**src/rtl/alid_pkg.sv**
```systemverilog
// Shared types and constants for the array list insert/delete block.
package alid_pkg;

  localparam int DATA_W = 32;
  localparam int POS_W  = 6;
  localparam int CNT_W  = 6;
  localparam int CAP_W  = 6;

  localparam logic [CAP_W-1:0] CAP_RESET = 6'd32;

  // request codes carried on the input tuser
  localparam logic [1:0] REQ_READ   = 2'd0;
  localparam logic [1:0] REQ_INSERT = 2'd1;
  localparam logic [1:0] REQ_DELETE = 2'd2;

  // position -1: insert at the front
  localparam logic [POS_W-1:0] POS_FRONT = 6'b111111;

  typedef enum logic [1:0] {
    CMD_HOLD   = 2'd0,
    CMD_INSERT = 2'd1,
    CMD_DELETE = 2'd2
  } cell_cmd_t;

  // broadcast to every cell of the row
  typedef struct packed {
    cell_cmd_t          cmd;
    logic [POS_W-1:0]   at;
    logic [DATA_W-1:0]  value;
  } cell_ctl_t;

  // request outcome handed from the controller to the output stage
  typedef struct packed {
    logic             ok;
    logic             rd_en;
    logic [CNT_W-1:0] count;
  } req_res_t;

endpackage

```
**src/rtl/alid_cell.sv**
```systemverilog
// One list entry: holds its value and shifts toward a neighbor on insert or delete.
module alid_cell #(
  parameter int IDX = 0
) (
  input  logic                           clk,
  input  alid_pkg::cell_ctl_t            ctl,
  input  logic [alid_pkg::DATA_W-1:0]    left_in,
  input  logic [alid_pkg::DATA_W-1:0]    right_in,
  output logic [alid_pkg::DATA_W-1:0]    data,
  output logic [alid_pkg::DATA_W-1:0]    rd_out
);

  logic [alid_pkg::DATA_W-1:0] data_next;
  int                          at_i;

  assign at_i = int'(ctl.at);

  always_comb begin
    data_next = data;
    unique case (ctl.cmd)
      alid_pkg::CMD_HOLD: begin
        data_next = data;
      end
      alid_pkg::CMD_INSERT: begin
        if (IDX > at_i) begin
          data_next = left_in;
        end else if (IDX == at_i) begin
          data_next = ctl.value;
        end
      end
      alid_pkg::CMD_DELETE: begin
        if (IDX >= at_i) begin
          data_next = right_in;
        end
      end
      default: begin
        data_next = data;
      end
    endcase
  end

  always_ff @(posedge clk) begin
    data <= data_next;
  end

  // drive own value onto the read bus only when addressed
  assign rd_out = (IDX == at_i) ? data : '0;

endmodule

```
**config.mk**
```make
export PLATFORM = sky130hd
export DESIGN_NAME = alid_cell
export DESIGN_NICKNAME = d
export VERILOG_FILES = /design/src/rtl/alid_pkg.sv /design/src/rtl/alid_cell.sv
export SDC_FILE = /design/constraint.sdc
export NUM_CORES = 1
export LEC_CHECK = 0
export BUFFER_PORTS_ARGS = -buffer_cell sky130_fd_sc_hd__buf_2
export CORE_ASPECT_RATIO = 2
export CORE_MARGIN = 4
export CORE_UTILIZATION = 30
export CTS_BUF_LIST = sky130_fd_sc_hd__clkbuf_8
export CTS_CLUSTER_SIZE = 12
export DETAILED_ROUTE_END_ITERATION = 8
export PLACE_DENSITY = 0.75
export SKIP_CTS_REPAIR_TIMING = 1
export SLEW_MARGIN = 5
export SYNTH_ARGS = -nofsm -noshare
export SYNTH_HDL_FRONTEND = slang
export SYNTH_SLANG_ARGS = --single-unit
export TNS_END_PERCENT = 20
```
**constraint.sdc**
```tcl
create_clock -name clk -period 2.9 [get_ports clk]
set_input_delay 0.435 -clock clk [delete_from_list [all_inputs] [get_ports clk]]
set_output_delay 0.435 -clock clk [all_outputs]
set_load 0.005 [all_outputs]
```
==> impl_metrics.csv, run 1 <==
group,metric,value,unit
timing,hold_viol_final,0,
timing,finalSetupViolCount,0,
clock_tree,cts_tree,"done",
layout,syn2layout_area_growth,47.9,%
power_and_ir_drop,pwr-share-clk,32.1,%
critical_path,crit_type,"input pin to primary output",
critical_path,crit_path_max_fanout,12,
synthesis,muxShareOfSynthArea,22.9,%
timing,slew_viol_final,0,
die,ios,169,
routing,num_vias,1445,
clock_tree,clockBufferDepth,2,
die,fp-row-count,38,
synthesis,synth_area_per_cell,15.2,sq um
timing,setup_ws,0.826,ns
die,die_x,61.0,um
synthesis,synth_fa_ha_area_share,0,%
routing,drt_iter0_drc,28,
timing,fin_crit,2.07,ns
critical_path,crit_required,2.47,ns
routing,wl_per_cell,15.2,um
synthesis,synth_top_area_share,56.9,%
timing,final.period_utilization,71.5,%
die,die_y,114,um
synthesis,synth.distinct_cells,11,
clock_tree,clk_pin_slew,0.06,ns
power_and_ir_drop,ir_worst_vdd,0.372,mV
worst_hold_path,min_path_type,"input pin to register",
power_and_ir_drop,combPwrFrac,13.4,%
power_and_ir_drop,internal_power,0.756,mW
global_routing,grt_max_degree,34,
run,maxCapViolCount,0,
synthesis,yosys.area_share.simple,14.3,%
synthesis,syn-num-nets,216,
routing,post-route-drc-count,0,
synthesis,syn_inst,111,
layout,antennaDiodeCount,0,
layout,nets,356,
critical_path,cp-start-kind,"input pin",
global_routing,antenna_found_initial,0,
critical_path,crit_path_end_kind,"primary output",
power_and_ir_drop,p_per_area,380,nW/um^2
worst_hold_path,hold_start,"right_in[5]",
placed_design,io_buffers,136,
routing,viasPerCell,4.63,
clock_tree,cts.sinks,32,
synthesis,synth_seq_cells,32,
timing,grt_setup_unrepaired,"false",
power_and_ir_drop,leakage,1.32,nW
synthesis,synth_top_family_by_area,"multiplexers",
clock_tree,cts_buffers,5,
routing,routed_wl,4730,um
placed_design,hpwl,3980,um
global_routing,overflow,0,
critical_path,critPathArrivalTime,1.64,ns
layout,layout-drive-gt1-share,73.8,%
layout,largest-register,"data",
synthesis,yosysSeqAreaShare,56.9,%
power_and_ir_drop,seq_power_share,54.6,%
power_and_ir_drop,sw_frac_of_total,20.3,%
global_routing,grt_pass1_vias,1453,
power_and_ir_drop,p_switching,0.193,mW
synthesis,synth-compound-area-share,0,%
die,core,5470,sq um
layout,largest_register_ffs,32,
routing,ant_nets,0,
clock_tree,htree_levels,2,
status,status,"finished clean",
worst_hold_path,hold_depth,2,
timing,tightest_slew,0.598,ns
layout,reg.largest.list,"data: 32 flops",
timing,fmax,482,MHz
placed_design,place_ws,0.790,ns
clock_tree,cts-root-buf,"clkbuf_8",
timing,slew_headroom,60.1,%
routing,firstDrtPassIters,4,
synthesis,yosysTopAreaCell,"edfxtp_1",
global_routing,grtUsageTotal,13.0,%
die,start_util,30.9,%
die,die_area,6960,sq um
worst_hold_path,whs_endpoint,"data[5]",
synthesis,synthTopCellsByArea,"edfxtp_1 57%, mux2_2 17%, and3_1 11%, mux2_4 6.2%, buf_6 4.7%",
timing,setup-tns-final,0,ns
layout,utilization,45.7,%
global_routing,grt_pass1_wl,6670,um
placed_design,place_congestion,0.805,
layout,nFillCells,526,
synthesis,synth_xor_area_share,0.519,%
synthesis,yosys_warnings,0,
synthesis,syn-cell-area,1690,sq um
## cell families (layout without fill, tap and decap cells)
group | Yosys count | in the layout
DFF | 32 | 32
and+or+nand+nor | 36 | 36
xor gates and xnor gates | 1 | 1
buffers and inverters | 10 | 151
muxes | 32 | 32
## cell usage in the layout, fill, tap and decap left out
cell type    n
and3_2       3
mux2_2      25
nor2_2       1
buf_2      136
and3_1      30
nor4_4       1
nor2b_4      1
clkbuf_8     5
buf_4        7
xor2_1       1
clkinv_1     1
edfxtp_1    32
mux2_4       7
inv_1        2
## per-layer routing
layer / wire (um) / track usage (%) / vias up / part of all wire (%)
li1: - / - / 702 / -
met1: 1580 / 12.7 / 654 / 33
met2: 2630 / 24.3 / 81 / 56
met3: 423 / 3.61 / 8 / 8.9
met4: 94 / 5.07 / 0 / 2.0
met5: 0 / 0 / - / 0
## layout make-up
cell class | instances | area (sq um) | share of cell area (%)
Sequential cell | 32 | 961 | 38.5
Clock inverter | 3 | 11.3 | 0.451
Clock buffer | 5 | 68.8 | 2.76
Multi-Input combinational cell | 69 | 647 | 25.9
Timing Repair Buffer | 143 | 733 | 29.4
Tap cell | 60 | 75.1 | 3.01
## power by group through the flow
stage | sequential (mW) | clock [mW] | combinational, mW
3_5_place_dp | 0.528 | 0 | 0.128
5_1_grt | 0.518 | 0.345 | 0.139
2_1_floorplan | 0.528 | 0 | 0.0669
6_report | 0.518 | 0.304 | 0.127
4_1_cts | 0.518 | 0.318 | 0.129
3_3_place_gp | 0.528 | 0 | 0.125
## per-stage QoR
step / cell area (sq um) / std cells / power (mW) / hold WS (ns)
2_1_floorplan: 1690 / 111 / 0.595 / 0.652
3_3_place_gp: 2420 / 304 / 0.652 / 0.737
3_5_place_dp: 2420 / 304 / 0.656 / 0.739
4_1_cts: 2500 / 312 / 0.964 / 0.451
5_1_grt: 2500 / 312 / 1.00 / 0.448
6_report: 2500 / 312 / 0.949 / 0.460
## worst max path at each step
| stage | startpoint | end | slack, ns | cells past startpoint |
|---|---|---|---|---|
| 2_1_floorplan | ctl[35] | data[0] | 0.68 | 3 |
| 3_3_place_gp | ctl[35] | rd_out[31] | 0.82 | 5 |
| 3_5_place_dp | ctl[35] | rd_out[0] | 0.79 | 5 |
| 4_1_cts | ctl[35] | rd_out[0] | 0.79 | 5 |
| 5_1_grt | ctl[35] | rd_out[3] | 0.68 | 5 |
| 6_report | ctl[35] | rd_out[0] | 0.83 | 5 |
## synth_stat cells, drive strengths merged
| library cell | count |
|---|---|
| and3 | 33 |
| edfxtp | 32 |
| mux2 | 32 |
| buf | 7 |
| clkbuf | 3 |
| nor2 | 1 |
| nor2b | 1 |
| nor4 | 1 |
| xor2 | 1 |
## critical path, stage by stage
cell    delay, ns
buf_2        0.11
nor4_4       0.54
buf_4        0.26
and3_2       0.17
buf_2        0.11
Power figures use the tool's default switching activity.
==> run 2: changes to the inputs <==
==> constraint.sdc (replaced) <==
create_clock -name clk -period 2 [get_ports clk]
set_input_delay 0.3 -clock clk [delete_from_list [all_inputs] [get_ports clk]]
set_output_delay 0.3 -clock clk [all_outputs]
set_load 0.005 [all_outputs]
==> run 2 against run 1 <==
Compared with the run above:
- combinational power increased by 45%
- via count decreased by 0.90%
- worst setup slack got worse by 0.54 ns
- utilization increased by 0.11 points
- die area unchanged
- total power increased by 45%
- clock-buffer cell count unchanged
==> impl_metrics.csv, run 2 (synthesized netlist as in run 1, its figures left out) <==
group,metric,value,unit
placed_design,hpwl,3920,um
power_and_ir_drop,seq_power_share,54.5,%
timing,finalSetupViolCount,0,
routing,num_vias,1432,
layout,largest-register,"data",
critical_path,max_stage_delay,0.43,ns
power_and_ir_drop,combPwrFrac,13.4,%
routing,ant_nets,0,
power_and_ir_drop,leakage,1.32,nW
timing,fin_crit,1.72,ns
status,status,"finished clean",
timing,hold_viol_final,0,
layout,final_common_cell,"buf_2",
layout,finalNonFillerCells,312,
layout,syn2layout_area_growth,48.3,%
die,die_x,61.0,um
critical_path,crit_path_top_delay_cell,"nor4_4",
clock_tree,htree_levels,2,
routing,drt_iter0_drc,65,
layout,nets,357,
worst_hold_path,hold_start,"right_in[3]",
routing,post-route-drc-count,0,
timing,slew_headroom,72.8,%
timing,setup-tns-final,0,ns
global_routing,grt_max_degree,23,
layout,antennaDiodeCount,0,
global_routing,antenna_found_initial,0,
timing,final.period_utilization,85.8,%
power_and_ir_drop,pwr-share-clk,32.2,%
global_routing,grt_pass1_vias,1470,
timing,slew_viol_final,0,
die,ios,169,
layout,layout_common_cells,"136 x buf_2, 32 x edfxtp_1, 29 x and3_1, 25 x mux2_2, 8 x buf_4",
die,core,5470,sq um
critical_path,crit_family,"simple AND/OR/NAND/NOR gates",
critical_path,crit_path_end_kind,"primary output",
layout,largest_register_ffs,32,
power_and_ir_drop,sw_frac_of_total,20.4,%
timing,fmax,583,MHz
critical_path,crit_buf_inv,3,
die,die_area,6960,sq um
global_routing,grt_pass1_wl,6930,um
routing,firstDrtPassIters,4,
global_routing,grtUsageTotal,13.3,%
power_and_ir_drop,internal_power,1.10,mW
critical_path,critPathArrivalTime,1.42,ns
die,start_util,30.9,%
run,maxCapViolCount,0,
timing,grt_setup_unrepaired,"false",
power_and_ir_drop,ir_worst_vdd,0.458,mV
clock_tree,clk_pin_slew,0.06,ns
worst_hold_path,min_path_type,"input pin to register",
layout,layout-drive-gt1-share,75.0,%
power_and_ir_drop,total_power,1.38,mW
layout,utilization,45.8,%
clock_tree,clockBufferDepth,2,
placed_design,place_congestion,0.715,
routing,wl_per_cell,14.9,um
critical_path,worstPathCellList,"buf_2 > nor4_4 > buf_4 > and3_1 > buf_2",
critical_path,crit_top_cell,"buf_2",
placed_design,dp.cells,305,
layout,reg.largest.list,"data: 32 flops",
placed_design,io_buffers,136,
critical_path,cp-start-kind,"input pin",
global_routing,overflow,0,
routing,routed_wl,4640,um
clock_tree,cts.sinks,32,
critical_path,crit_type,"input pin to primary output",
clock_tree,cts-root-buf,"clkbuf_8",
clock_tree,cts_tree,"done",
power_and_ir_drop,p_per_area,551,nW/um^2
power_and_ir_drop,p_switching,0.282,mW
critical_path,crit_path_max_fanout,18,
worst_hold_path,whs_endpoint,"data[3]",
worst_hold_path,hold_depth,2,
die,die_y,114,um
timing,tightest_slew,0.405,ns
routing,viasPerCell,4.59,
clock_tree,cts_buffers,5,
critical_path,crit_required,1.70,ns
die,fp-row-count,38,
==> run 2: cell types whose count changed in the layout (fill, tap and decap cells not counted) <==
cell      before  now
and3_2         3    4
clkinv_1       1    0
and3_1        30   29
clkinv_2       0    1
buf_4          7    8
inv_1          2    1
==> run 2: worst max-delay path by stage <==
| stage | start | end | slack, ns | cells past startpoint |
|---|---|---|---|---|
| final | ctl[35] | rd_out[12] | 0.28 | 5 |
| after global routing | ctl[35] | rd_out[12] | 0.16 | 5 |
| after CTS | ctl[35] | rd_out[12] | 0.26 | 5 |
| after detailed placement | ctl[35] | data[6] | 0.23 | 4 |
| after global placement | ctl[35] | data[6] | 0.25 | 4 |
| after floorplan | ctl[35] | data[0] | 0.25 | 3 |
==> run 2: metal layers <==
metal  wire length (um)  global-route usage (%)  vias to the layer above
met5                  0                       0                        -
met4                 45                    3.47                        0
met3                588                    3.39                        6
met2               2270                    24.0                      107
met1               1740                    14.8                      616
li1                   -                       -                      703
==> run 2: cell type report <==
class,instances,area [sq um]
flip-flops and latches,32,961
multi-input cells,69,648
clock buffers,5,68.8
fillers,515,2970
clock inverters,2,8.76
well taps,60,75.1
repair buffers,144,741
==> run 2: power groups by stage <==
stage | logic [mW] | registers (mW) | clock network, mW
after global routing | 0.205 | 0.751 | 0.504
after CTS | 0.187 | 0.751 | 0.474
after global placement | 0.182 | 0.765 | 0
final | 0.184 | 0.751 | 0.444
after detailed placement | 0.186 | 0.765 | 0
after floorplan | 0.0971 | 0.765 | 0
==> run 2: through the flow <==
step           hold WS [ns]  setup WS [ns]  cell area [sq um]
2_1_floorplan         0.517          0.249               1690
3_3_place_gp          0.602          0.249               2420
3_5_place_dp          0.604          0.228               2420
4_1_cts               0.311          0.262               2500
5_1_grt               0.311          0.164               2500
6_report              0.323          0.285               2500
