## config.mk

```make
export PLATFORM = sky130hd
export DESIGN_NAME = alid_ctrl
export DESIGN_NICKNAME = d
export VERILOG_FILES = /design/src/rtl/alid_pkg.sv /design/src/rtl/alid_ctrl.sv
export SDC_FILE = /design/constraint.sdc
export NUM_CORES = 1
export LEC_CHECK = 0
export ABC_CLOCK_PERIOD_IN_PS = 8100
export BUFFER_PORTS_ARGS = -buffer_cell sky130_fd_sc_hd__buf_4
export CELL_PAD_IN_SITES_DETAIL_PLACEMENT = 0
export CELL_PAD_IN_SITES_GLOBAL_PLACEMENT = 2
export CORE_MARGIN = 2
export CORE_UTILIZATION = 24
export DETAILED_ROUTE_END_ITERATION = 10
export PLACE_DENSITY_LB_ADDON = 0.3
export REMOVE_ABC_BUFFERS = 1
export SLEW_MARGIN = 20
export SYNTH_ARGS = -nofsm -noshare
export SYNTH_HDL_FRONTEND = slang
export SYNTH_SLANG_ARGS = --single-unit
```

## constraint.sdc

```tcl
create_clock -name clk -period 8.1 [get_ports clk]
set_input_delay 1.62 -clock clk [delete_from_list [all_inputs] [get_ports clk]]
set_output_delay 1.62 -clock clk [all_outputs]
set_load 0.01 [all_outputs]
```

## src/rtl/alid_pkg.sv

```systemverilog
// Shared types and constants for the array list insert/delete block.
package alid_pkg;

  localparam int DATA_W = 32;
  localparam int POS_W  = 6;
  localparam int CNT_W  = 6;
  localparam int CAP_W  = 6;

  localparam logic [CAP_W-1:0] CAP_RESET = 6'd32;

  // request codes carried on the input tuser
  localparam logic [1:0] REQ_READ   = 2'd0;
  localparam logic [1:0] REQ_INSERT = 2'd1;
  localparam logic [1:0] REQ_DELETE = 2'd2;

  // position -1: insert at the front
  localparam logic [POS_W-1:0] POS_FRONT = 6'b111111;

  typedef enum logic [1:0] {
    CMD_HOLD   = 2'd0,
    CMD_INSERT = 2'd1,
    CMD_DELETE = 2'd2
  } cell_cmd_t;

  // broadcast to every cell of the row
  typedef struct packed {
    cell_cmd_t          cmd;
    logic [POS_W-1:0]   at;
    logic [DATA_W-1:0]  value;
  } cell_ctl_t;

  // request outcome handed from the controller to the output stage
  typedef struct packed {
    logic             ok;
    logic             rd_en;
    logic [CNT_W-1:0] count;
  } req_res_t;

endpackage

```

## src/rtl/alid_ctrl.sv

```systemverilog
// Request checker, entry counter and capacity register.
module alid_ctrl #(
  parameter int DEPTH = 32
) (
  input  logic                          clk,
  input  logic                          rst,
  input  logic                          cfg_wen,
  input  logic [alid_pkg::CAP_W-1:0]    cfg_wdata,
  input  logic                          fire,
  input  logic [1:0]                    req_type,
  input  logic [alid_pkg::POS_W-1:0]    position,
  input  logic [alid_pkg::DATA_W-1:0]   value,
  output alid_pkg::cell_ctl_t           ctl,
  output alid_pkg::req_res_t            res
);

  localparam int UW = $clog2(DEPTH + 1);

  logic [UW-1:0]                 used;
  logic [UW-1:0]                 used_next;
  logic [alid_pkg::CAP_W-1:0]    capacity;
  int                            used_i;
  int                            cap_i;
  logic                          in_range;
  logic                          front;
  logic                          ok;
  logic                          rd_en;
  alid_pkg::cell_cmd_t           cmd;

  assign used_i   = int'(used);
  assign cap_i    = (int'(capacity) > DEPTH) ? DEPTH : int'(capacity);
  assign in_range = !position[alid_pkg::POS_W-1] &&
                    (int'(position[alid_pkg::POS_W-2:0]) < used_i);
  assign front    = (position == alid_pkg::POS_FRONT);

  always_comb begin
    ok        = 1'b0;
    rd_en     = 1'b0;
    cmd       = alid_pkg::CMD_HOLD;
    used_next = used;
    unique case (req_type)
      alid_pkg::REQ_READ: begin
        ok    = in_range;
        rd_en = in_range;
      end
      alid_pkg::REQ_INSERT: begin
        if ((front || in_range) && (used_i < cap_i)) begin
          ok        = 1'b1;
          cmd       = alid_pkg::CMD_INSERT;
          used_next = used + UW'(1);
        end
      end
      alid_pkg::REQ_DELETE: begin
        if (in_range) begin
          ok        = 1'b1;
          cmd       = alid_pkg::CMD_DELETE;
          used_next = used - UW'(1);
        end
      end
      default: begin
        ok = 1'b0;
      end
    endcase
  end

  // insert lands one past the given position; -1 wraps to the front
  assign ctl.cmd   = fire ? cmd : alid_pkg::CMD_HOLD;
  assign ctl.at    = (req_type == alid_pkg::REQ_INSERT) ?
                     alid_pkg::POS_W'(position + alid_pkg::POS_W'(1)) : position;
  assign ctl.value = value;

  assign res.ok    = ok;
  assign res.rd_en = rd_en;
  assign res.count = alid_pkg::CNT_W'(used_next);

  always_ff @(posedge clk) begin
    if (rst) begin
      used     <= '0;
      capacity <= alid_pkg::CAP_RESET;
    end else begin
      if (fire) begin
        used <= used_next;
      end
      if (cfg_wen) begin
        capacity <= cfg_wdata;
      end
    end
  end

  a_used_bound: assert property (@(posedge clk) disable iff (rst)
    int'(used) <= DEPTH)
    else $error("entry count exceeds store depth");

  a_insert_grows: assert property (@(posedge clk) disable iff (rst)
    !rst && fire && ok && (cmd == alid_pkg::CMD_INSERT) |=> used == $past(used) + UW'(1))
    else $error("accepted insert did not grow the list");

  a_delete_shrinks: assert property (@(posedge clk) disable iff (rst)
    !rst && fire && ok && (cmd == alid_pkg::CMD_DELETE) |=> used == $past(used) - UW'(1))
    else $error("accepted delete did not shrink the list");

  a_reject_keeps: assert property (@(posedge clk) disable iff (rst)
    !rst && (!fire || !ok || rd_en) |=> $stable(used))
    else $error("count moved without a successful insert or delete");

endmodule

```

==> results of run 1 <==
## per-stage QoR
stage / util [%] / power, mW / setup WS [ns] / hold WS, ns / cell area (µm²)
3_3_place_gp: 24.97 / 0.1314 / 2.485 / 0.4825 / 1678
5_1_grt: 25.79 / 0.2083 / 2.241 / 0.5339 / 1733
6_report: 25.79 / 0.1948 / 2.450 / 0.4982 / 1733
2_1_floorplan: - / 0.1040 / 2.956 / 0.4607 / 1330
4_1_cts: 25.79 / 0.1982 / 2.427 / 0.5041 / 1733
3_5_place_dp: 24.97 / 0.1308 / 2.430 / 0.4907 / 1678
## area by class of cell
type                       count  area [µm²]
clock buffer                   4       55.05
tap                           80       100.1
inverter                      15       56.30
timing repair buffer          33       247.7
multi-input combinational    142        1033
sequential                    12       240.2
fill                         758        4986
## logic make-up (layout without fill, tap and decap cells)
| group | after synthesis | count (layout) | share of synthesized area, % |
|---|---|---|---|
| buffers and inverters | 60 | 52 | 22.29 |
| XOR/XNOR | 8 | 8 | 4.275 |
| multiplexers | 9 | 9 | 5.725 |
| AND/OR/NAND/NOR | 62 | 62 | 18.47 |
| adder cells (fa/ha/maj) | 16 | 16 | 12.21 |
| flip-flops | 12 | 12 | 14.66 |
| AO/OA/AOI/OAI | 47 | 47 | 22.37 |
## worst paths after layout
| path | start | end | slack (ns) | cells past startpoint |
|---|---|---|---|---|
| hold / removal | capacity[0]$_SDFFE_PP0P_ | capacity[0]$_SDFFE_PP0P_ | 0.50 | 2 |
| hold reg to reg | capacity[0]$_SDFFE_PP0P_ | capacity[0]$_SDFFE_PP0P_ | 0.50 | 2 |
| setup / recovery | position[3] | res[2] | 2.45 | 9 |
| setup reg to reg | used[2]$_SDFFE_PP0P_ | used[1]$_SDFFE_PP0P_ | 5.15 | 8 |
## power groups by stage
stage | Sequential, mW | Clock (mW) | Combinational [mW]
6_report | 0.0653 | 0.0659 | 0.0636
5_1_grt | 0.0657 | 0.0712 | 0.0715
4_1_cts | 0.0653 | 0.0684 | 0.0645
3_5_place_dp | 0.0665 | 0 | 0.0642
3_3_place_gp | 0.0666 | 0 | 0.0648
2_1_floorplan | 0.0653 | 0 | 0.0387
## flip-flops by register name (all words and copies together), names as in the netlist
name	flops
capacity	6
used	6
## Yosys cell counts
cell | n | area share, %
a2111oi_4 | 1 | 1.7
a211o_1 | 2 | 1.1
a21o_1 | 2 | 0.92
a21oi_1 | 7 | 2.1
a221oi_2 | 1 | 0.92
a22o_1 | 2 | 1.1
a311oi_2 | 1 | 0.92
a31oi_1 | 4 | 1.5
a32o_1 | 2 | 1.2
a41oi_1 | 1 | 0.53
and2_1 | 2 | 0.76
and3_1 | 1 | 0.38
buf_2 | 1 | 0.31
buf_4 | 35 | 16
buf_6 | 1 | 0.69
clkbuf_1 | 8 | 1.8
clkinv_1 | 1 | 0.23
dfxtp_1 | 12 | 15
ha_1 | 16 | 12
inv_1 | 14 | 3.2
mux2_2 | 3 | 2.1
mux2i_1 | 6 | 3.7
nand2_1 | 20 | 4.6
nand3_1 | 5 | 1.5
nand4_1 | 5 | 1.9
nor2_1 | 18 | 4.1
nor2b_1 | 1 | 0.38
nor3_1 | 3 | 0.92
nor4_1 | 3 | 1.1
nor4b_4 | 1 | 1.5
o2111ai_1 | 2 | 1.1
o211ai_1 | 6 | 2.7
o211ai_2 | 1 | 0.76
o21a_1 | 2 | 0.92
o21ai_0 | 7 | 2.1
o221ai_1 | 1 | 0.53
o22ai_1 | 3 | 1.1
o31ai_1 | 1 | 0.46
o32a_1 | 1 | 0.61
or2b_1 | 1 | 0.46
or3_1 | 1 | 0.38
or4_1 | 1 | 0.46
xnor2_1 | 6 | 3.2
xor2_1 | 2 | 1.1
## layer usage
metal	wire length, µm	vias to the layer above	share of wire, %	GRT usage, %
li1	-	714	-	-
met1	2624	705	50	20.46
met2	2018	69	38	18.11
met3	613	2	12	9.048
met4	18	0	0.34	1.563
met5	0	-	0	6.993
## worst max-delay path, stage by stage
cell and delay, ns:
buf_4 0.13, ha_1 0.30, a21o_1 0.17, a221oi_2 0.32, o21a_1 0.47, o211ai_1 0.33, o32a_1 0.39, o22ai_1 0.15
buf_4 0.15
==> results.txt, run 1 <==
----------------------------------------------------
[Power and ir drop]
  Cell-internal power ... 0.1332 mW
  Combinational share of power ... roughly a third
  Pwr/cell area ... ~110 mW/mm²
  Peak VDD IR ... about 48 µV
  Static power due to leakage ... ~0.69 nW
  Switching share of total power ... around a third
  Clock group share of total power ... around 34%
  Sequential share of power ... 33.5%
  Switching power of the nets ... 0.06158 mW

[Route]
  Vias/cell ... ~5.2
  Routed wirelength normalized by instance count ... around 18 µm
  Detailed-routing iteration count for the pre-antenna-repair pass ... 4
  Detailed Route Iter0 Violations ... about 80
  Antenna-violating nets left ... 0
  Residual DRC ... 0
  Sum of routed wire length over all layers ... 5274 µm
  Via count ... 1490

[Yosys]
  Cell area after synthesis ... between 0.0015 and 0.002 mm²
  Yosys warning count ... 0
  Mean instance size in the synthesized netlist ... 7.659 µm²
  Sequential fraction of the synthesis area ... between 10% and 20%
  Flip-flop and latch count after synthesis ... 12
  Gate count after technology mapping ... 214
  Distinct cells, synth ... 44

[Timing]
  Count of pins over their slew limit ... 0
  Clock Skews ... 0.001722 ns
  Share of the clock period used by the worst path ... between 60% and 70%
  Worst rel slew slack ... roughly 53%
  Tmin final ... about 5.7 ns
  Count of endpoints failing setup in the final report ... 0
  Total Negative Setup Slacks ... 0 ns
  RSZ-0062 raised after global routing ... false
  Worst Tran Pin Value ... 0.6997 ns
  Max frequency ... roughly 180 MHz
  Hold violation count in the final report ... 0

[GRT]
  Total grt overflow ... 0
  Aggregate global-route resource usage ... between 10% and 20%
  First-pass GRT wire length ... approximately 8000 µm
  Initial antenna violation count ... 0
  Maximum number of pins on one net before global-route repair ... 20
  Via count of the first global-routing pass ... roughly 1400

[CTS]
  Clock Path Buffers ... 2
  Postcts setup bufs ... 0
  Post-CTS Hold Fix Bufs ... 0
  Buffer cell driving the clock tree root ... clkbuf_8
  Reg clk slew, reported paths ... about 0.050 ns
  Number of sinks on the clock net ... 12
  Number of levels in the clock H-tree ... 1
  Total clock buffers created by CTS ... 3
  Post-CTS resize count ... 0
  Insertion delay of the later-clocked pin in the worst-skew pair ... ~0.24 ns
  CTS tree ... done

[Die]
  Initial standard-cell utilization of the core ... around 24%
  Standard cell core area ... between 0.006 and 0.007 mm²
  Die Y-Extent ... between 80 and 90 µm
  DIE AREA ... between 0.007 and 0.008 mm²
  Placement row count ... 30
  Die X-Extent ... approximately 87 µm
  IO Pins ... 98

[Layout]
  Nets@finish ... around 270
  Commonest non-fill, non-tap cell in the layout ... buf_4
  Commonest cells after routing, fill and taps aside ... buf_4, nand2_1, nor2_1
  Layout overhead on the synthesized area ... 5.725%
  Number of inserted diodes ... 0
  Share of final-layout standard cells stronger than drive strength 1 ... 21.84%
  Final instance count without filler cells ... around 290

[Placement]
  Port buffer count ... 33
  Half-perimeter wire length of the detailed placement result ... ~4200 µm
  Final estimated routing congestion in global placement ... roughly 0.8
  Cells after DPL ... about 280

[Status]
  Outcome ... completed

[Setup path]
  Worst path required time ... around 6.5 ns
  Category of the critical setup timing path ... in -> out
  Largest fanout on the critical path ... 13
  Crit path DAT ... 4.03 ns
  CP Launch Type ... input port
  Crit. End Element ... output pin

[Run]
  Max cap viols ... 0

[Hold path]
  Hold crit path type ... reg -> reg

----------------------------------------------------
Note: power is estimated with default switching activity, not from simulation.
==> run 2, diff against run 1 <==
Settings changed: ABC_CLOCK_PERIOD_IN_PS 8100 to 5500, CORE_UTILIZATION 24 to 22.
Clock period 8.1 ns to 5.5 ns, I/O delays scaled along.
==> run 2 against run 1 <==
Effect of this change: combinational power increased by 51%; non-clock buffer count increased by 2; first-iteration DRC count decreased by 21%; critical endpoint unchanged; cell area increased by 2.2%; highest routed layer unchanged; via count decreased by 2.0%; global-route usage decreased by 1.3 points; sequential share of layout area decreased by 0.30 points; total power increased by 48%; largest power group unchanged.
==> results.txt, run 2 (synthesized netlist as in run 1, its figures left out) <==
----------------------------------------------------
[Power and ir drop]
  Peak VDD IR ... 64.98 µV (was 47.56 µV)
  Final total power ... 0.2884 mW (was 0.1948 mW)
  Static power due to leakage ... 0.7017 nW (was 0.6913 nW)
  Pwr/cell area ... 162.8 mW/mm² (was 112.4 mW/mm²)

[Setup path]
  List of cells traversed by the critical path ... buf_4 > ha_1 > a21o_1 > a221oi_2 > o21a_1 > buf_4 > o211ai_1 > o32a_1 > o22ai_1 > buf_4 (was buf_4 > ha_1 > a21o_1 > a221oi_2 > o21a_1 > o211ai_1 > o32a_1 > o22ai_1 > buf_4)
  Startpoint of the worst register-to-register path ... used[2]$_SDFFE_PP0P_ (unchanged)
  Peak per-stage delay on the critical path ... 0.38 ns (was 0.47 ns)
  Top cell by count, worst path ... buf_4 (unchanged)
  Largest fanout on the critical path ... 13 (unchanged)
  Worst path required time ... 4.40 ns (was 6.48 ns)
  Highest-delay cell along the critical path ... o32a_1 (was o21a_1)
  Path depth of the worst reg2reg path ... 9 (was 8)
  Category of the critical setup timing path ... in -> out (unchanged)
  Kind of cell adding the most delay to the critical path ... compound AO/OA/AOI/OAI gates (unchanged)
  Number of buffers and inverters on the critical path ... 3 (was 2)
  Number of cells on the critical path ... 10 (was 9)
  Worst reg2reg path endpoint ... used[0]$_SDFFE_PP0P_ (was used[1]$_SDFFE_PP0P_)
  CP Launch Type ... input port (unchanged)
  Start point of the critical path ... position[3] (unchanged)
  Worst setup slack for register-to-register paths ... 2.69 ns (was 5.15 ns)
  Crit. End Element ... output pin (unchanged)
  Crit path DAT ... 3.34 ns (was 4.03 ns)

[Route]
  Vias/cell ... 4.756 (was 5.210)
  Detailed-routing iteration count for the pre-antenna-repair pass ... 4 (unchanged)
  Via count ... 1460 (was 1490)
  Residual DRC ... 0 (unchanged)
  Sum of routed wire length over all layers ... 5469 µm (was 5274 µm)
  Detailed Route Iter0 Violations ... 62 (was 78)
  Routed wirelength normalized by instance count ... 17.81 µm (was 18.44 µm)
  Antenna-violating nets left ... 0 (unchanged)

[Die]
  IO Pins ... 98 (unchanged)
  DIE AREA ... 0.008157 mm² (was 0.007506 mm²)
  Placement row count ... 31 (was 30)
  Die X-Extent ... 90.32 µm (was 86.64 µm)
  Die Y-Extent ... 90.32 µm (was 86.64 µm)
  Standard cell core area ... 0.007214 mm² (was 0.006719 mm²)
  Initial standard-cell utilization of the core ... 22.72% (was 24.39%)

[GRT]
  Maximum number of pins on one net before global-route repair ... 20 (unchanged)
  Via count of the first global-routing pass ... 1398 (was 1443)
  Aggregate global-route resource usage ... 13.10% (was 14.43%)
  First-pass GRT wire length ... 8293 µm (was 8245 µm)
  Initial antenna violation count ... 0 (unchanged)
  Total grt overflow ... 0 (unchanged)

[Run]
  Max cap viols ... 0 (unchanged)

[CTS]
  Postcts setup bufs ... 0 (unchanged)
  Buffer cell driving the clock tree root ... clkbuf_8 (unchanged)
  Reg clk slew, reported paths ... 0.05 ns (about the same)
  Post-CTS resize count ... 0 (unchanged)
  Number of levels in the clock H-tree ... 1 (unchanged)
  Total clock buffers created by CTS ... 3 (unchanged)
  CTS tree ... done (unchanged)
  Insertion delay of the later-clocked pin in the worst-skew pair ... 0.24 ns (about the same)
  Number of sinks on the clock net ... 12 (unchanged)
  Post-CTS Hold Fix Bufs ... 0 (unchanged)
  Clock Path Buffers ... 2 (unchanged)

[Timing]
  Clock Skews ... 0.003756 ns (was 0.001722 ns)
  Worst rel slew slack ... 61.90% (was 53.35%)
  Tightest hold margin ... 0.4953 ns (was 0.4982 ns)
  Count of pins over their slew limit ... 0 (unchanged)
  Hold violation count in the final report ... 0 (unchanged)
  Total Negative Setup Slacks ... 0 ns (unchanged)
  RSZ-0062 raised after global routing ... false (unchanged)
  Tmin final ... 4.436 ns
  Final WS setup ... 1.064 ns (was 2.450 ns)
  Count of endpoints failing setup in the final report ... 0 (unchanged)
  Share of the clock period used by the worst path ... approximately four fifths
  Worst Tran Pin Value ... 0.5691 ns (was 0.6997 ns)
  Max frequency ... approximately 230 MHz

[Layout]
  Final-layout fill cell count ... 837 (was 758)
  Commonest non-fill, non-tap cell in the layout ... buf_4 (unchanged)
  Number of inserted diodes ... 0 (unchanged)
  Largest registers ranked by flip-flop count ... capacity (6), used (6) (unchanged)
  Final Instance Area ... 0.001772 mm² (was 0.001733 mm²)
  Commonest cells after routing, fill and taps aside ... buf_4, nand2_1, nor2_1 (unchanged)
  Share of final-layout standard cells stronger than drive strength 1 ... 22.60% (was 21.84%)
  Final instance count without filler cells ... 307 (was 286)
  Nets@finish ... 275 (was 273)
  Core occupancy in the finished layout ... 24.56% (was 25.79%)
  Layout overhead on the synthesized area ... 8.092% (was 5.725%)

[Placement]
  Placement Setup Slack ... 1.052 ns (was 2.430 ns)
  Cells after DPL ... 303 (was 282)
  Half-perimeter wire length of the detailed placement result ... 4267 µm (was 4178 µm)
  Final estimated routing congestion in global placement ... 0.7699 (was 0.7953)
  Port buffer count ... 33 (unchanged)
  Placed cell area ... 0.001717 mm² (was 0.001678 mm²)

[Hold path]
  Worst min-delay path startpoint ... capacity[1]$_SDFFE_PP0P_ (was capacity[0]$_SDFFE_PP0P_)
  Hold crit path type ... reg -> reg (unchanged)
  Hold-critical path depth ... 2 (unchanged)
  Worst min-delay path endpoint ... capacity[1]$_SDFFE_PP0P_ (was capacity[0]$_SDFFE_PP0P_)

[Status]
  Outcome ... completed (unchanged)

----------------------------------------------------
-- run 2: power breakdown --
| part | switching [mW] | total, mW | internal [mW] |
|---|---|---|---|
| logic | 0.0531 | 0.0961 | 0.0429 |
| clock network | 0.0330 | 0.0962 | 0.0633 |
| registers | 0.00511 | 0.0961 | 0.0910 |
| total | 0.0912 | 0.288 | 0.197 |
-- run 2: worst register-to-register path, delay by kind of cell, from the launching register on --
family / cells / cell delay [ns]
DFF: 1 / 0.54
adders and majority gates: 1 / 0.26
AOI/OAI and AO/OA: 6 / 1.40
buffers and inverters: 2 / 0.50
-- run 2: cell type report --
type	count	area [µm²]	share of cell area, %
sequential	12	240.2	13.56
multi-input combinational	142	1033	58.33
clock buffer	4	55.05	3.107
timing repair buffer	35	262.8	14.83
inverter	15	56.30	3.178
tap	99	123.9	6.992
-- run 2: routing by layer --
| layer | share of wire [%] | global-route usage [%] | vias up |
|---|---|---|---|
| met5 | 0 | 1.923 | - |
| met1 | 47 | 18.33 | 669 |
| met3 | 13 | 9.265 | 6 |
| met4 | 0.51 | 1.538 | 0 |
| li1 | - | - | 716 |
| met2 | 39 | 16.29 | 69 |
-- run 2: how the worst max path moves through the flow --
stage,end,slack [ns]
after global placement,res[2],1.07
after detailed placement,res[2],1.05
after CTS,res[2],1.05
after floorplan,res[2],1.40
final,res[2],1.06
after global routing,res[0],0.89
==> run 3, diff against run 2 <==
Settings changed: ABC_CLOCK_PERIOD_IN_PS 5500 to 4600.
Clock period 5.5 ns to 4.6 ns, I/O delays scaled along.
==> run 3 against run 2 <==
Effect of this change: routed wire length increased by 1.7%; cell area increased by 0.85%; die area unchanged; critical path type unchanged.
==> results.txt, run 3 (synthesized netlist as in run 1, its figures left out) <==
----------------------------------------------------
[Layout]
  Number of inserted diodes ... 0 (unchanged)
  Core occupancy in the finished layout ... 24.77% (was 24.56%)
  Share of final-layout standard cells stronger than drive strength 1 ... 23.33% (was 22.60%)
  Commonest non-fill, non-tap cell in the layout ... buf_4 (unchanged)
  Largest registers ranked by flip-flop count ... capacity (6), used (6) (unchanged)
  Layout overhead on the synthesized area ... 9.007% (was 8.092%)
  Nets@finish ... 277 (was 275)
  Commonest cells after routing, fill and taps aside ... buf_4, nand2_1, nor2_1 (unchanged)

[CTS]
  Total clock buffers created by CTS ... 3 (unchanged)
  Number of sinks on the clock net ... 12 (unchanged)
  Buffer cell driving the clock tree root ... clkbuf_8 (unchanged)
  Insertion delay of the later-clocked pin in the worst-skew pair ... 0.24 ns (about the same)
  Clock Path Buffers ... 2 (unchanged)
  Postcts setup bufs ... 0 (unchanged)
  Number of levels in the clock H-tree ... 1 (unchanged)
  CTS tree ... done (unchanged)
  Post-CTS Hold Fix Bufs ... 0 (unchanged)
  Post-CTS resize count ... 0 (unchanged)
  Reg clk slew, reported paths ... 0.05 ns (about the same)

[Run]
  Max cap viols ... 0 (unchanged)

[Status]
  Outcome ... completed (unchanged)

[Route]
  Sum of routed wire length over all layers ... 5560 µm (was 5469 µm)
  Routed wirelength normalized by instance count ... 17.99 µm (was 17.81 µm)
  Via count ... 1471 (was 1460)
  Antenna-violating nets left ... 0 (unchanged)
  Detailed-routing iteration count for the pre-antenna-repair pass ... 4 (unchanged)
  Detailed Route Iter0 Violations ... 62 (unchanged)
  Vias/cell ... 4.761 (was 4.756)
  Residual DRC ... 0 (unchanged)

[GRT]
  Aggregate global-route resource usage ... 13.25% (was 13.10%)
  Initial antenna violation count ... 0 (unchanged)
  First-pass GRT wire length ... 8500 µm (was 8293 µm)
  Maximum number of pins on one net before global-route repair ... 20 (unchanged)
  Via count of the first global-routing pass ... 1476 (was 1398)
  Total grt overflow ... 0 (unchanged)

[Setup path]
  CP Launch Type ... input port (unchanged)
  Worst path required time ... 3.68 ns (was 4.40 ns)
  Largest fanout on the critical path ... 5 (was 13)
  Category of the critical setup timing path ... in -> out (unchanged)
  Crit path DAT ... 3.04 ns (was 3.34 ns)
  Crit. End Element ... output pin (unchanged)

[Timing]
  Hold violation count in the final report ... 0 (unchanged)
  Tightest hold margin ... 0.4937 ns (was 0.4953 ns)
  Clock Skews ... 0.003609 ns (was 0.003756 ns)
  Max frequency ... between 200 and 300 MHz
  Count of endpoints failing setup in the final report ... 0 (unchanged)
  Tmin final ... between 3 and 4 ns
  RSZ-0062 raised after global routing ... false (unchanged)
  Count of pins over their slew limit ... 0 (unchanged)
  Total Negative Setup Slacks ... 0 ns (unchanged)
  Share of the clock period used by the worst path ... between 80% and 90%
  Worst rel slew slack ... 58.91% (was 61.90%)
  Worst Tran Pin Value ... 0.6137 ns (was 0.5691 ns)

[Power and ir drop]
  Cell-internal power ... 0.2360 mW (was 0.1972 mW)
  Sequential share of power ... 33.2% (was 33.3%)
  Static power due to leakage ... 0.7125 nW (was 0.7017 nW)
  Switching power of the nets ... 0.1092 mW (was 0.09122 mW)
  Switching share of total power ... 31.64% (was 31.63%)
  Clock group share of total power ... 33.4% (about the same)
  Peak VDD IR ... 59.88 µV (was 64.98 µV)
  Pwr/cell area ... 193.2 mW/mm² (was 162.8 mW/mm²)
  Combinational share of power ... 33.4% (was 33.3%)

[Die]
  DIE AREA ... 0.008157 mm² (unchanged)
  Die X-Extent ... 90.32 µm (unchanged)
  Placement row count ... 31 (unchanged)
  Standard cell core area ... 0.007214 mm² (unchanged)
  Die Y-Extent ... 90.32 µm (unchanged)
  IO Pins ... 98 (unchanged)
  Initial standard-cell utilization of the core ... 22.72% (unchanged)

[Placement]
  Final estimated routing congestion in global placement ... 0.7743 (was 0.7699)
  Port buffer count ... 33 (unchanged)
  Half-perimeter wire length of the detailed placement result ... 4334 µm (was 4267 µm)

[Hold path]
  Hold crit path type ... reg -> reg (unchanged)

----------------------------------------------------
==> run 3: final cells by class <==
cell class | instances | area (µm²)
inverters | 15 | 56.30
repair buffers | 37 | 277.8
clock buffers | 4 | 55.05
fillers | 840 | 5428
well taps | 99 | 123.9
multi-input cells | 142 | 1033
flip-flops and latches | 12 | 240.2
==> run 3: routing by layer <==
layer	track usage, %	vias to the layer above	share of wire (%)	wire (µm)
li1	-	717	-	-
met1	18.92	679	48	2675
met2	16.29	71	38	2102
met3	9.265	4	14	765
met4	1.154	0	0.31	17
met5	1.923	-	0	0
==> run 3: final timing paths <==
check	startpoint	end	slack, ns	cells past startpoint
worst min-delay path	capacity[2]$_SDFFE_PP0P_	capacity[2]$_SDFFE_PP0P_	0.49	2
worst max-delay path	position[3]	res[4]	0.64	9
worst min register to register	capacity[2]$_SDFFE_PP0P_	capacity[2]$_SDFFE_PP0P_	0.49	2
worst max register to register	used[3]$_SDFFE_PP0P_	used[0]$_SDFFE_PP0P_	1.89	9
==> run 3: metrics by stage <==
stage               worst slack, ns  power (mW)  instance area (µm²)  instances
finish                       0.6378      0.3453                 1787        309
global placement             0.6622      0.2342                 1732        305
floorplan                    0.8556      0.1831                 1330        169
global route                 0.4195      0.3685                 1787        309
detailed placement           0.6231      0.2327                 1732        305
CTS                          0.6160      0.3506                 1787        309
==> run 3: power by group through the flow <==
stage	clock network [mW]	registers, mW	logic (mW)
after floorplan	0	0.115	0.0682
after global placement	0	0.117	0.117
after detailed placement	0	0.117	0.116
after CTS	0.120	0.115	0.116
after global routing	0.124	0.115	0.129
final	0.115	0.115	0.115
==> run 3: critical path: stages <==
cell      delay, ns
buf_4          0.13
ha_1           0.30
a21o_1         0.17
a221oi_2       0.32
o211ai_2       0.22
or4_1          0.43
a21o_1         0.22
a31oi_1        0.18
buf_4          0.15
